==> src/rtl/psarw_pkg.sv <==
// psarw_pkg: shared types and codes for the per-source anti-replay window
`timescale 1ns / 1ps
`default_nettype none
package psarw_pkg;

  // item opcodes
  localparam logic MODE_CHECK = 1'b0;
  localparam logic MODE_CLEAR = 1'b1;

  // sequence distance of exactly half the number space is neither newer nor older
  localparam logic [31:0] HALF_RANGE = 32'h8000_0000;

  // one table entry as it travels along the ring of cells
  typedef struct packed {
    logic        in_use;
    logic [31:0] key;
    logic [31:0] highest_seq;
    logic [31:0] window;
    logic [31:0] last_seen;
  } entry_t;

  // control shared by every cell in the ring
  typedef struct packed {
    logic shift;
    logic clear;
  } cell_ctl_t;

  typedef enum logic [1:0] {
    ST_IDLE,
    ST_SCAN,
    ST_UPDATE
  } state_t;

endpackage : psarw_pkg
`default_nettype wire

==> src/rtl/per_source_anti_replay_window.sv <==
// per_source_anti_replay_window: top level, ring of slot cells plus head sequencer
// flow: a check item makes two full rotations of the cell ring (lookup pass,
//   write-back pass); a clear item or an empty key skips both passes;
//   next start may follow once busy falls; the receiver cannot stall
// reset: synchronous rst_n empties every slot at once and holds out_strobe low
`timescale 1ns / 1ps
`default_nettype none
module per_source_anti_replay_window #(
  parameter int TABLE_SLOTS = 16,
  parameter int WIN_WIDTH   = 32
) (
  input  wire         clk,
  input  wire         rst_n,
  // item channel
  input  wire         start,
  output logic        busy,
  input  wire         in_mode,
  input  wire  [31:0] in_source_key,
  input  wire  [31:0] in_sequence_req,
  input  wire  [31:0] in_now_ticks,
  // result channel, one strobe per item, cannot be stalled
  output logic        out_strobe,
  output logic        out_accepted
);
  import psarw_pkg::*;

  // the table rotates by one slot per cycle during a pass; the last cell
  // feeds the head logic, whose output re-enters the first cell
  entry_t    ents [TABLE_SLOTS];
  entry_t    head_out;
  cell_ctl_t ctl;

  genvar p;
  generate
    for (p = 0; p < TABLE_SLOTS; p++) begin : g_cell
      entry_t cell_in;
      if (p == 0) begin : g_first
        assign cell_in = head_out;
      end else begin : g_rest
        assign cell_in = ents[p-1];
      end
      psarw_cell u_cell (
        .clk     (clk),
        .rst_n   (rst_n),
        .ctl     (ctl),
        .ent_in  (cell_in),
        .ent_out (ents[p])
      );
    end
  endgenerate

  // sequencer: lookup, free-slot and idle-age search on the first pass,
  // modification of the chosen slot on the second
  psarw_ctrl #(
    .TABLE_SLOTS (TABLE_SLOTS),
    .WIN_WIDTH   (WIN_WIDTH)
  ) u_ctrl (
    .clk             (clk),
    .rst_n           (rst_n),
    .start           (start),
    .busy            (busy),
    .in_mode         (in_mode),
    .in_source_key   (in_source_key),
    .in_sequence_req (in_sequence_req),
    .in_now_ticks    (in_now_ticks),
    .out_strobe      (out_strobe),
    .out_accepted    (out_accepted),
    .head_in         (ents[TABLE_SLOTS-1]),
    .head_out        (head_out),
    .ctl             (ctl)
  );

endmodule : per_source_anti_replay_window
`default_nettype wire

==> src/rtl/psarw_cell.sv <==
// psarw_cell: one source slot of the rotating table
`timescale 1ns / 1ps
`default_nettype none
module psarw_cell (
  input  wire                       clk,
  input  wire                       rst_n,
  input  wire psarw_pkg::cell_ctl_t ctl,
  input  wire psarw_pkg::entry_t    ent_in,
  output psarw_pkg::entry_t         ent_out
);
  import psarw_pkg::*;

  logic        in_use_r;
  logic [31:0] key_r;
  logic [31:0] highest_seq_r;
  logic [31:0] window_r;
  logic [31:0] last_seen_r;

  // valid flag: cleared by reset and clear items
  always_ff @(posedge clk) begin
    if (!rst_n || ctl.clear) begin
      in_use_r <= 1'b0;
    end else if (ctl.shift) begin
      in_use_r <= ent_in.in_use;
    end
  end

  // payload of the slot, taken from the neighbor on each shift
  always_ff @(posedge clk) begin
    if (ctl.shift) begin
      key_r         <= ent_in.key;
      highest_seq_r <= ent_in.highest_seq;
      window_r      <= ent_in.window;
      last_seen_r   <= ent_in.last_seen;
    end
  end

  assign ent_out.in_use      = in_use_r;
  assign ent_out.key         = key_r;
  assign ent_out.highest_seq = highest_seq_r;
  assign ent_out.window      = window_r;
  assign ent_out.last_seen   = last_seen_r;

endmodule : psarw_cell
`default_nettype wire

==> src/rtl/psarw_ctrl.sv <==
// psarw_ctrl: sequencer and head-of-ring lookup, eviction and window update
`timescale 1ns / 1ps
`default_nettype none
module psarw_ctrl #(
  parameter int TABLE_SLOTS = 16,
  parameter int WIN_WIDTH   = 32
) (
  input  wire                       clk,
  input  wire                       rst_n,
  input  wire                       start,
  output logic                      busy,
  input  wire                       in_mode,
  input  wire  [31:0]               in_source_key,
  input  wire  [31:0]               in_sequence_req,
  input  wire  [31:0]               in_now_ticks,
  output logic                      out_strobe,
  output logic                      out_accepted,
  input  wire psarw_pkg::entry_t    head_in,
  output psarw_pkg::entry_t         head_out,
  output psarw_pkg::cell_ctl_t      ctl
);
  import psarw_pkg::*;

  localparam int          IDX_W    = (TABLE_SLOTS > 1) ? $clog2(TABLE_SLOTS) : 1;
  localparam logic [IDX_W-1:0] LAST_IDX = IDX_W'(TABLE_SLOTS - 1);
  localparam logic [31:0] WIN_MASK = 32'hFFFF_FFFF >> (32 - WIN_WIDTH);
  localparam logic [31:0] WIN_LEN  = 32'(WIN_WIDTH);

  state_t           state_r, state_nxt;
  logic [IDX_W-1:0] cnt_r, cnt_nxt;
  logic [31:0]      key_r, key_nxt;
  logic [31:0]      seq_r, seq_nxt;
  logic [31:0]      now_r, now_nxt;
  logic             found_r, found_nxt;
  logic [IDX_W-1:0] hit_r, hit_nxt;
  logic             free_found_r, free_found_nxt;
  logic [IDX_W-1:0] free_r, free_nxt;
  logic [IDX_W-1:0] old_idx_r, old_idx_nxt;
  logic [31:0]      old_age_r, old_age_nxt;
  logic             acc_r, acc_nxt;
  logic             strobe_r, strobe_nxt;
  logic             result_r, result_nxt;

  logic [IDX_W-1:0] target;
  logic [31:0]      age;
  logic [31:0]      ahead;
  logic [31:0]      behind;
  logic [31:0]      win_shift;
  logic             newer;
  logic             older_ok;
  entry_t           upd_ent;
  logic             upd_acc;

  // slot chosen for the update pass: match, else first free, else idle longest
  always_comb begin
    if (found_r) begin
      target = hit_r;
    end else if (free_found_r) begin
      target = free_r;
    end else begin
      target = old_idx_r;
    end
  end

  assign age       = now_r - head_in.last_seen;
  assign ahead     = seq_r - head_in.highest_seq;
  assign behind    = head_in.highest_seq - seq_r;
  assign win_shift = head_in.window << ahead[4:0];
  assign newer     = (ahead != 32'd0) && (ahead < HALF_RANGE);
  assign older_ok  = (ahead != 32'd0) && (behind < HALF_RANGE) && (behind < WIN_LEN)
                     && !head_in.window[behind[4:0]];

  // new contents of the target slot and the verdict
  always_comb begin
    upd_ent = head_in;
    upd_acc = 1'b0;
    if (!found_r) begin
      upd_ent.in_use      = 1'b1;
      upd_ent.key         = key_r;
      upd_ent.highest_seq = seq_r;
      upd_ent.window      = 32'd1 & WIN_MASK;
      upd_ent.last_seen   = now_r;
      upd_acc             = 1'b1;
    end else if (newer) begin
      if (ahead >= WIN_LEN) begin
        upd_ent.window = 32'd1;
      end else begin
        upd_ent.window = (win_shift | 32'd1) & WIN_MASK;
      end
      upd_ent.highest_seq = seq_r;
      upd_ent.last_seen   = now_r;
      upd_acc             = 1'b1;
    end else if (older_ok) begin
      upd_ent.window    = (head_in.window | (32'd1 << behind[4:0])) & WIN_MASK;
      upd_ent.last_seen = now_r;
      upd_acc           = 1'b1;
    end
  end

  always_ff @(posedge clk) begin
    if (!rst_n) begin
      state_r  <= ST_IDLE;
      strobe_r <= 1'b0;
    end else begin
      state_r  <= state_nxt;
      strobe_r <= strobe_nxt;
    end
  end

  always_ff @(posedge clk) begin
    cnt_r        <= cnt_nxt;
    key_r        <= key_nxt;
    seq_r        <= seq_nxt;
    now_r        <= now_nxt;
    found_r      <= found_nxt;
    hit_r        <= hit_nxt;
    free_found_r <= free_found_nxt;
    free_r       <= free_nxt;
    old_idx_r    <= old_idx_nxt;
    old_age_r    <= old_age_nxt;
    acc_r        <= acc_nxt;
    result_r     <= result_nxt;
  end

  always_comb begin
    state_nxt      = state_r;
    cnt_nxt        = cnt_r;
    key_nxt        = key_r;
    seq_nxt        = seq_r;
    now_nxt        = now_r;
    found_nxt      = found_r;
    hit_nxt        = hit_r;
    free_found_nxt = free_found_r;
    free_nxt       = free_r;
    old_idx_nxt    = old_idx_r;
    old_age_nxt    = old_age_r;
    acc_nxt        = acc_r;
    strobe_nxt     = 1'b0;
    result_nxt     = result_r;
    ctl            = '0;
    head_out       = head_in;

    case (state_r)
      ST_IDLE: begin
        if (start) begin
          key_nxt        = in_source_key;
          seq_nxt        = in_sequence_req;
          now_nxt        = in_now_ticks;
          cnt_nxt        = '0;
          found_nxt      = 1'b0;
          free_found_nxt = 1'b0;
          acc_nxt        = 1'b0;
          if (in_mode == MODE_CLEAR) begin
            ctl.clear  = 1'b1;
            strobe_nxt = 1'b1;
            result_nxt = 1'b0;
          end else if (in_source_key == 32'd0) begin
            strobe_nxt = 1'b1;
            result_nxt = 1'b0;
          end else begin
            state_nxt = ST_SCAN;
          end
        end
      end

      ST_SCAN: begin
        ctl.shift = 1'b1;
        if (!found_r && head_in.in_use && head_in.key == key_r) begin
          found_nxt = 1'b1;
          hit_nxt   = cnt_r;
        end
        if (!free_found_r && !head_in.in_use) begin
          free_found_nxt = 1'b1;
          free_nxt       = cnt_r;
        end
        if (cnt_r == '0 || age > old_age_r) begin
          old_idx_nxt = cnt_r;
          old_age_nxt = age;
        end
        if (cnt_r == LAST_IDX) begin
          cnt_nxt   = '0;
          state_nxt = ST_UPDATE;
        end else begin
          cnt_nxt = cnt_r + 1'b1;
        end
      end

      ST_UPDATE: begin
        ctl.shift = 1'b1;
        if (cnt_r == target) begin
          head_out = upd_ent;
          acc_nxt  = upd_acc;
        end
        if (cnt_r == LAST_IDX) begin
          state_nxt  = ST_IDLE;
          strobe_nxt = 1'b1;
          result_nxt = (cnt_r == target) ? upd_acc : acc_r;
        end else begin
          cnt_nxt = cnt_r + 1'b1;
        end
      end

      default: begin
        state_nxt = ST_IDLE;
      end
    endcase
  end

  assign busy         = (state_r != ST_IDLE);
  assign out_strobe   = strobe_r;
  assign out_accepted = result_r;

endmodule : psarw_ctrl
`default_nettype wire

==> config.mk <==
export PLATFORM = sky130hd
export DESIGN_NAME = per_source_anti_replay_window
export DESIGN_NICKNAME = d
export VERILOG_FILES = /design/src/rtl/psarw_pkg.sv /design/src/rtl/per_source_anti_replay_window.sv /design/src/rtl/psarw_cell.sv /design/src/rtl/psarw_ctrl.sv
export SDC_FILE = /design/constraint.sdc
export NUM_CORES = 2
export LEC_CHECK = 0
export BUFFER_PORTS_ARGS = -buffer_cell sky130_fd_sc_hd__buf_2
export CAP_MARGIN = 10
export CORE_MARGIN = 2
export CORE_UTILIZATION = 65
export CTS_CLUSTER_DIAMETER = 80
export DETAILED_ROUTE_END_ITERATION = 7
export GPL_TIMING_DRIVEN = 0
export PLACE_DENSITY = 0.88
export REMOVE_ABC_BUFFERS = 1
export SLEW_MARGIN = 0
export SYNTH_ARGS = -nofsm -noshare
export SYNTH_HDL_FRONTEND = slang
export SYNTH_SLANG_ARGS = --single-unit
==> constraint.sdc <==
create_clock -name clk -period 74.1 [get_ports clk]
set_input_delay 3.705 -clock clk [delete_from_list [all_inputs] [get_ports clk]]
set_output_delay 3.705 -clock clk [all_outputs]
set_load 0.05 [all_outputs]
Yosys cells after proc, flatten, opt, wreduce, memory -nomap -nowiden
Index checks and enable logic that the tools add are counted.
{"block": "classes", "reduce_logical": 33, "bitwise_logic": 1, "n_shift": 2, "add_sub_neg": 4, "muxes": 46, "n_eq_ne": 14, "magnitude_cmp": 6}
{"op": "two-way mux 129 bit", "count": 2}
{"op": "two-way mux 64 bit", "count": 2}
{"op": "two-way mux 96 bit", "count": 1}
{"op": "subtractor 32 bit", "count": 3}
{"op": "less-than comparator 32 bit, second input constant", "count": 2}
{"op": "two-way mux 32 bit", "count": 2}
{"op": "two-way mux 33 bit", "count": 1}
{"op": "== test 32 bit", "count": 1}
{"op": "greater-or-equal comparator 32 x 6 -> 1 bit, second input constant", "count": 1}
{"op": "greater-than comparator 32 bit", "count": 1}
{"op": "zero test 32 bit", "count": 1}
{"op": "less-than comparator 32 x 6 -> 1 bit, second input constant", "count": 1}
{"op": "OR 32 bit", "count": 1}
{"op": "nonzero test 32 bit", "count": 1}
{"op": "<< shifter 1 x 5 -> 32 bit, first input constant", "count": 1}
{"op": "<< shifter 32 x 5 -> 32 bit", "count": 1}
{"op": "two-way mux 1 bit", "count": 20}
{"op": "two-way mux 4 bit", "count": 5}
{"op": "case mux 4 bit (3 select lines)", "count": 1}
{"op": "two-way mux 2 bit", "count": 5}
{"op": "case mux 1 bit (2 select lines)", "count": 5}
{"op": "AND reduction 2 bit", "count": 5}
{"op": "AND reduction 3 bit", "count": 3}
{"op": "!= test 2 x 1 -> 1 bit, second input constant", "count": 4}
{"op": "other kinds (20)", "count": 36}
{"block": "word_totals", "out_inout_bits": 3, "reg_bits": 2215, "input_bits": 100, "word_cells": 200}

Depth between registers and ports, before layout
{"block": "logic_depth", "word_depth": 11, "mapped_depth": 26, "depth_no_buf": 26}

Hierarchy
From an unflattened synthesis, not the netlist that was laid out.
{"block": "hier_totals", "cells_unflattened": 3976, "hier_area_um2": 78079.9}
{"mod": "psarw_cell", "cells_each": 132, "n_inst": 16, "seq_area_each_um2": 3863.7, "area_per_inst_um2": 3893.7}
{"mod": "psarw_ctrl", "cells_each": 1864, "n_inst": 1, "seq_area_each_um2": 4504.3, "area_per_inst_um2": 15780.1}

Least setup slack after synthesis
No wires, ideal clock.
{"block": "synth_path", "path_kind": "reg-to-reg", "startpoint": "reg u_ctrl.state_r[0]", "endpoint": "reg g_cell[0].u_cell.highest_seq_r[0] (enable)", "path_buffers": 0, "path_stages_with_launch": 3, "arrival_ns": 41.846, "required_time_ns": 71.634, "path_slack_ns": 29.787, "period_less_slack_ns": 44.313, "setup_ns": 2.466, "path_cell_list": "dfxtp_1 > inv_1 > ha_1"}
{"element": "start, declared", "line_no": "psarw_ctrl.sv:29", "source": "state_t state_r, state_nxt;"}
{"element": "start signal, assigned", "line_no": "psarw_ctrl.sv:105", "source": "state_r <= state_nxt;"}
{"element": "end signal, assigned", "line_no": "psarw_cell.sv:32", "source": "highest_seq_r <= ent_in.highest_seq;"}
{"element": "end, declared", "line_no": "psarw_cell.sv:15", "source": "logic [31:0] highest_seq_r;"}

==> metrics <==
largest family of logic cells by synthesized area compound AO/OA/AOI/OAI gates; Max VDD drop 26.61 uV; fraction of layout cells with a size suffix above 1 0.1227; Die ar. 123000 um2; Synth Area in XOR/XNOR 0.01065; Initial Util 0.6531; Synth top area share 0.8439; Hold Crit Depth 0; footprint of the multi-input gates 10900 um2; min Tclk post-route 8.157 ns; Async SR Flop Fraction 0; Pins Over Slew Limit 0; Avg WL per Cell 26.32 um; buffer and inverter count on the worst path 1; total gr overflow 0; core area 119700 um2; Post-synth top flop edfxtp_1; reg2reg path depth 14; post-route ant nets 0; most frequent cells in the layout 2196 x edfxtp_1, 201 x clkbuf_16, 185 x nor2_1; first-pass GRT wire length 234400 um; Residual DRC 0; vias in the first global route 37110; cells after synthesis 4039; Cell Rows 127; Worst Tran Pin Value 1.349 ns; FMAX 122.6 MHz; worst skew pair latency 0.84 ns; RePlAce Congestion 0.9300; CTS Buf Count 200; Worst slew margin 0.09095; Bufs on Longest Clock Path 3; # port buffers 102; crit-path max FO 45; critical-path cell list inv_1 > ha_1 > a21oi_1 > o21ai_0 > a221oi_1 > o21ai_1 > nor4_1 > o2111ai_1 > or4_4 > nor3_2 > or2_1 > a21o_2 > o21a_2 > mux2_2; CTS tree yes; WS Path Type reg -> reg; Worst Path Required 74.68 ns; # Post-CTS Setup Buffers 0; Synth area leader edfxtp_1; RSZ-0062 raised after global routing no; Final nets 4520; gr usage total 0.2610; Leakage 29.56 nW; H-tree Lvls 4; mux cell area share after synthesis 0.02120; final design utilization 0.7337; Compound-Gate Fraction of Synth Area 0.04424; number of max-cap violations 0; switch share 0.2486; Clk pwr share 0.351; critical path launch point type flop; Reg clk slew, reported paths 0.07 ns; leading post-synthesis cells by cell area edfxtp_1 84%, ha_1 2.1%, a21oi_1 1.0%; register area share after synthesis 0.8487; Synth Warn # 0; mean post-synth cell area 19.35 um2; # hold bufs at CTS 0; Comb power frac 0.101; Critical-path top delay cell o21a_2; Seq pwr share 0.548; Die Width 350.7 um; post-CTS sizing 0; DRT iter0 DRCs 5033; Int Pwr 2.179 mW; setup TNS 0 ns; sequential cell area 66320 um2; Mapped Area 78140 um2; most common cell after layout, fill and taps aside edfxtp_1; # fillers 6332; status completed; #FFs+latches synth 2215; largest net degree at the start of global routing 81; pwr dens 33.03 nW/um2; slowest stage delay, CP 0.95 ns; CP delay by family, top compound AO/OA/AOI/OAI gates; critical path depth in cells 14; vias 37190; initial antenna violation count 8; Sink Count 2215; Post-synth EDFFs 2196; data arrival time of the critical path 8.74 ns; IO Pins 103; Routed WL 159600 um; Final Skew 0.05763 ns; Die Ht 350.7 um; Synth cell types 87; Synth Area in Simple Gates 0.04043; Final Hold Fails 0; first-pass detailed-route iteration total 6; Net Sw Power 720.8 uW; Synth Area in Adders 0.02158; class of the worst hold path reg -> reg; CP Capture Type flop; Final Setup Violations 0; Area growth, synth to finish 12.34%; Detailed Place HPWL 88980 um; final worst path period share 0.1101; root buf cell clkbuf_16; vias per cell 6.131
## cells in the mapped netlist, drive strengths merged, types with 22 or more instances
library cell,number
mux2,76
a21oi,164
nand3,29
nor3,38
o21ai,156
mux2i,53
a211oi,25
nand4,39
edfxtp,2196
a21o,32
xnor2,48
ha,130
nor4,31
clkbuf,65
buf,34
inv,156
nor2,186
nand2,176
or4,22
xor2,47
## stage by stage
| step | setup WS [ns] | cells | power (mW) | cell area [um2] | hold WS, ns |
|---|---|---|---|---|---|
| floorplan | 23.78 | 3940 | 2.056 | 77700 | 0.4003 |
| global placement | 9.753 | 5654 | 2.225 | 80230 | 0.4003 |
| detailed placement | 66.02 | 5695 | 1.886 | 81350 | 0.4045 |
| CTS | 65.89 | 6061 | 2.914 | 87760 | 0.3693 |
| global route | 65.66 | 6063 | 2.992 | 87780 | 0.3613 |
| finish | 65.94 | 6065 | 2.899 | 87790 | 0.3776 |
## layout make-up
cell class | count | area share
timing repair buffer | 145 | 0.01753
multi-input combinational | 1568 | 0.1242
tap | 1612 | 0.02298
clock buffer | 248 | 0.05965
inverter | 157 | 0.006713
clock inverter | 118 | 0.01340
sequential | 2215 | 0.7555
antenna | 2 | 0.00005701
## routing by layer
metal	GRT usage	share of wire	up-vias	routed length [um]
li1	-	-	16250	-
met2	0.4139	0.48	1805	76750
met3	0.05256	0.073	397	11630
met5	0	0.00021	-	34
met1	0.3689	0.41	18730	65830
met4	0.09065	0.034	6	5353
## path summary, 6_finish.rpt
check / start / end / slack [ns]
max reg2reg: g_cell[15].u_cell.highest_seq_r[14] / g_cell[0].u_cell.last_seen_r[4] / 65.94
min: g_cell[13].u_cell.last_seen_r[17] / g_cell[14].u_cell.last_seen_r[17] / 0.38
max: g_cell[15].u_cell.highest_seq_r[14] / g_cell[0].u_cell.last_seen_r[4] / 65.94
min reg2reg: g_cell[13].u_cell.last_seen_r[17] / g_cell[14].u_cell.last_seen_r[17] / 0.38
## registers in the layout, summed over array words and instances (netlist names)
signal                       flops
u_ctrl.state_r                   2
u_ctrl.out_strobe                1
u_ctrl.cnt_r                     4
u_ctrl.free_r                    4
g_cell.u_cell.key_r            512
u_ctrl.seq_r                    32
g_cell.u_cell.highest_seq_r    512
u_ctrl.now_r                    32
u_ctrl.free_found_r              1
u_ctrl.hit_r                     4
u_ctrl.key_r                    32
u_ctrl.found_r                   1
u_ctrl.acc_r                     1
g_cell.u_cell.in_use_r          16
g_cell.u_cell.window_r         512
u_ctrl.old_idx_r                 4
u_ctrl.out_accepted              1
g_cell.u_cell.last_seen_r      512
u_ctrl.old_age_r                32
## cell families after synthesis
| family | count (synthesis) |
|---|---|
| xor+xnor | 95 |
| fa+ha+maj | 133 |
| flops | 2215 |
| simple gates | 645 |
| mux | 141 |
| compound gates | 554 |
| buf+inv | 256 |
## power by group through the flow
stage	registers, mW	logic, mW	clock network, mW
after global placement	1.97	0.258	0
after detailed placement	1.61	0.277	0
after CTS	1.59	0.286	1.04
after floorplan	1.87	0.185	0
after global routing	1.60	0.313	1.08
final	1.59	0.292	1.02
No activity file was read; power rests on OpenSTA's default activity.
